`src/rtl/llr_pkg.sv`:
```
// Shared types and constants for the LFU/LRU replacement core.
// No dependencies; imported by llr_cmp, lfu_lru_replacement_core and tb.
package llr_pkg;

  localparam int KEY_W   = 64;
  localparam int STAMP_W = 64;
  localparam int CAP_W   = 7;
  localparam int OCC_W   = 7;
  localparam int OUT_W   = 80;

  // Request kinds
  localparam logic FUNC_ACCESS = 1'b0;
  localparam logic FUNC_REMOVE = 1'b1;

  typedef enum logic [2:0] {
    ST_CLEAR,
    ST_IDLE,
    ST_SCAN,
    ST_DECIDE,
    ST_EVICT,
    ST_DONE
  } state_t;

  // Outcome of one pass through the shared compare unit
  typedef struct packed {
    logic lt;      // (a_freq, a_stamp) orders strictly before (b_freq, b_stamp)
    logic eq;      // count and stamp both equal
    logic key_eq;  // keys equal
  } cmp_res_t;

endpackage

```
`src/rtl/llr_cmp.sv`:
```
// Shared compare unit: key match and (count, stamp) ordering.
// Depends on llr_pkg.
module llr_cmp #(
  parameter int FREQ_BITS = 32
) (
  input  logic [llr_pkg::KEY_W-1:0]   a_key,
  input  logic [llr_pkg::KEY_W-1:0]   b_key,
  input  logic [FREQ_BITS-1:0]        a_freq,
  input  logic [llr_pkg::STAMP_W-1:0] a_stamp,
  input  logic [FREQ_BITS-1:0]        b_freq,
  input  logic [llr_pkg::STAMP_W-1:0] b_stamp,
  output llr_pkg::cmp_res_t           res
);
  import llr_pkg::*;

  logic freq_lt;
  logic freq_eq;
  logic stamp_lt;
  logic stamp_eq;

  assign freq_lt  = a_freq < b_freq;
  assign freq_eq  = a_freq == b_freq;
  assign stamp_lt = a_stamp < b_stamp;
  assign stamp_eq = a_stamp == b_stamp;

  assign res.lt     = freq_lt || (freq_eq && stamp_lt);
  assign res.eq     = freq_eq && stamp_eq;
  assign res.key_eq = a_key == b_key;

endmodule

```
`config.mk`:
```
export PLATFORM = sky130hd
export DESIGN_NAME = llr_cmp
export DESIGN_NICKNAME = d
export VERILOG_FILES = /design/src/rtl/llr_pkg.sv /design/src/rtl/llr_cmp.sv
export SDC_FILE = /design/constraint.sdc
export NUM_CORES = 1
export LEC_CHECK = 0
export BUFFER_PORTS_ARGS = -buffer_cell sky130_fd_sc_hd__buf_2
export CAP_MARGIN = 25
export CORE_AREA = 3 3 126 128
export DETAILED_ROUTE_END_ITERATION = 8
export DIE_AREA = 0 0 129 131
export GPL_TIMING_DRIVEN = 0
export PLACE_DENSITY = 0.54
export RECOVER_POWER = 50
export REMOVE_ABC_BUFFERS = 1
export SETUP_SLACK_MARGIN = 0.02
export SLEW_MARGIN = 20
export SYNTH_ARGS = -nofsm -noshare
export SYNTH_HDL_FRONTEND = slang
export SYNTH_SLANG_ARGS = --single-unit
```
`constraint.sdc`:
```
create_clock -name vclk -period 3.31
set_clock_uncertainty 0.15 [all_clocks]
set_input_delay 0.331 -clock vclk [all_inputs]
set_output_delay 0.331 -clock vclk [all_outputs]
set_load 0.005 [all_outputs]
```
**Word-level counts from Yosys, hierarchy flattened**

Index checks and enable logic that the tools add are counted.

- Flip-flop bits (word level): 0
- Input port bits: 320

- $lt $le $gt $ge: 2
- Equality and inequality tests: 3
- Reduce and logical (&&, ||, !) cells: 3

Operators by type and width:

| kind | count |
|---|---|
| $eq 64x64->1 | 2 |
| $lt 64x64->1 | 1 |
| $eq 32x32->1 | 1 |
| $lt 32x32->1 | 1 |
| $logic_and 1x1->1 | 2 |
| $logic_or 1x1->1 | 1 |

**Depth between registers and ports, before layout**

- Word-level depth: 3
- Gate-level depth with buffers: 9
- Gate-level depth less buffers: 9

**Least setup slack after synthesis**

OpenSTA, ideal clock, no wires.

- Path type: in2out
- Start: in b_freq[15]
- End: out res[2] (netlist name)
- Arrival: 2005 ps
- Data required time: 2829 ps
- Slack: 824 ps
- Stages on the path: 9
- Cell sequence: inv_1 ha_1 nand4_1 or3_1 nor2_1 nand4_1 a2111oi_2 o311ai_1 o31ai_2

RTL lines:

| element | line | text |
|---|---|---|
| from (decl) | llr_cmp.sv:10 | `input logic [FREQ_BITS-1:0] b_freq,` |
| to (decl) | llr_cmp.sv:12 | `output llr_pkg::cmp_res_t res` |

==> qor.yml <==
layout:
  areaGrowthSynthToFinish_pct: 59.0
  flops_and_latches: 0
  layout-drive-gt1-share_pct: 43.7
  filler_cell_count: 1706
  layout_common_cells: "322 x sky130_fd_sc_hd__buf_2, 97 x sky130_fd_sc_hd__inv_1, 96 x sky130_fd_sc_hd__ha_1"
  layout_commonest_cell: "sky130_fd_sc_hd__buf_2"
  final_cell_count_no_fill: 940
  area.sequential_sq_um: 0
  layout.nets: 1169
  multi_input_comb_area_sq_mm: 0.00278
  clockBufferCount: 0
routing:
  vias_per_std_cell: 4.13
  detailroute.via_count: 3885
  dr.pass1.iters: 4
  detail_route_antenna_nets: 0
  post-route-drc-count: 0
  routed_wire_length_per_instance_microns: 12.8
  finalWirelength_mm: 12.0
  drc_violation_total_after_the_first_tritonroute_iteration: 75
setup_path:
  cp.arrival_ns: 2.57
  worst_setup_path_end_kind: "output pin"
  worst-path-max-fanout: 3
  crit_type: "input port to output pin"
  crit_path_start_kind: "input port"
  crit_required_ns: 2.83
placed_design:
  routabilityCongestion: 0.798
  place.detailed.instances: 939
  post-place-ws_ns: 0.178
  detailedPlacementHpwl_mm: 11.6
  portBuffers: 323
sta:
  timing.slew.headroom_pct: 64.6
  final-max-slew-violation-count: 0
  maxClockFrequency_mhz: 327
  timing.final.ws_setup_ns: 0.255
  min_period_ns: 3.05
  finalSetupViolCount: 0
  whs_ns: 1.04
  timing_worst_slew_pin_value_ns: 0.526
  layout_worst_path_cycle_share_pct: 92.3
  hold_violations: 0
  finalSetupTns_ns: 0
  grt_setup_unrepaired: "false"
cts:
  ctsResizeCount: 0
  post_cts_hold_buffer_count: 0
  postCtsSetupRepairBufs: 0
min_path:
  min_path_cells: 6
  min-delay-start: "b_key[9]"
  whs_endpoint: "res[0]"
  holdCritPathClass: "input port to output pin"
floorplanning:
  die_area_sq_mm: 0.0169
  die_height_microns: 131
  row_count: 45
  fp.dieW_microns: 129
  placeableCoreArea_sq_mm: 0.0150
  io_pins: 323
  start_util_pct: 21.0
yosys:
  synth.avg_cell_area_sq_um: 7.34
  postSynthCellCount: 428
  synth_warnings: 0
  post_synth_num_cell_types: 35
  yosysSeqAreaShare_pct: 0
  synth.cell_area_sq_mm: 0.00314
pwr:
  gate_power_share_pct: 100.0
  power_switching_mw: 0.236
  power_leakage_nw: 3.17
  intPower_mw: 0.288
  share_clk_of_total_power_pct: 0
  switching_share_pct: 45.0
  ir_worst_vdd_v: 0.0000413
  power-per-cell-area_mw_per_mm2: 105
  sequentialPowerShare_pct: 0
  total_power_mw: 0.523
global_route:
  antenna_found_initial: 5
  grt_usage_pct: 12.3
  grt_first_pass_wirelength_mm: 17.0
  vias_in_the_first_global_route: 3710
  grt_max_degree: 4
  grt_overflow: 0
job:
  max_cap_violations: 0
outcome:
  outcome: "finished, final reports clean"
## worst max path at each step
stage | startpoint | endpoint | slack [ns] | cells after the start
after global placement | b_freq[15] | res[2] | 0.18 | 11
after CTS | b_freq[13] | res[2] | 0.17 | 11
after floorplan | b_freq[15] | res[2] | 0.82 | 9
final | b_freq[13] | res[2] | 0.26 | 11
after global routing | b_freq[15] | res[2] | 0.07 | 11
after detailed placement | b_freq[15] | res[2] | 0.18 | 11
## metal layers
layer	track usage (%)	up-vias	part of all wire [%]
met5	0	-	0.35
met4	0.618	8	0.57
met3	2.07	12	6.3
met2	21.1	130	48
met1	17.0	1602	45
li1	-	2133	-
## area by class of cell
cell class	instances	area share, %
well taps	188	4.71
inverters	97	7.29
multi-input cells	331	55.6
repair buffers	323	32.3
diodes	1	0.0501
## per-stage QoR
stage	cell area, sq um	util, %
3_5_place_dp	4990	33.3
5_1_grt	4990	33.3
2_1_floorplan	3140	-
3_3_place_gp	4990	33.3
6_report	4990	33.3
4_1_cts	4990	33.3
## cell usage after synthesis (3+ instances only)
master	number	area, sq um
sky130_fd_sc_hd__nand3_1	4	20.0
sky130_fd_sc_hd__xor2_1	64	561
sky130_fd_sc_hd__a21oi_1	33	165
sky130_fd_sc_hd__nor4_1	20	125
sky130_fd_sc_hd__a21o_1	19	143
sky130_fd_sc_hd__inv_1	97	364
sky130_fd_sc_hd__o21ai_0	11	55.1
sky130_fd_sc_hd__ha_1	96	1200
sky130_fd_sc_hd__nor2_1	14	52.6
sky130_fd_sc_hd__nand4_1	20	125
sky130_fd_sc_hd__nand2_1	20	75.1
sky130_fd_sc_hd__nor2b_1	3	18.8
## power by group through the flow
stage          Sequential [mW]  Combinational, mW    Clock [mW]
5_1_grt                      0              0.610  0.0000000404
3_5_place_dp                 0              0.527             0
2_1_floorplan                0              0.261             0
6_report                     0              0.523  0.0000000404
3_3_place_gp                 0              0.525             0
4_1_cts                      0              0.532             0
## critical path, cell delays in order
cell and delay [ns]:
sky130_fd_sc_hd__buf_2 0.07, sky130_fd_sc_hd__inv_1 0.04, sky130_fd_sc_hd__ha_1 0.29, sky130_fd_sc_hd__nand4_1 0.15
sky130_fd_sc_hd__or3_1 0.40, sky130_fd_sc_hd__nor2_1 0.12, sky130_fd_sc_hd__nand4_1 0.14, sky130_fd_sc_hd__a2111oi_2 0.44
sky130_fd_sc_hd__o311ai_1 0.23, sky130_fd_sc_hd__o31ai_2 0.20, sky130_fd_sc_hd__buf_2 0.16
## cell families (layout without fill, tap and decap cells)
kind of cell,Yosys count,after routing,share of synthesized area (%)
other,0,1,0
AND/OR/NAND/NOR,91,91,16.1
AO/OA/AOI/OAI,80,80,16.2
buffers and inverters,97,420,11.6
adder cells (fa/ha/maj),96,96,38.2
XOR/XNOR,64,64,17.8
Power figures use the tool's default switching activity.
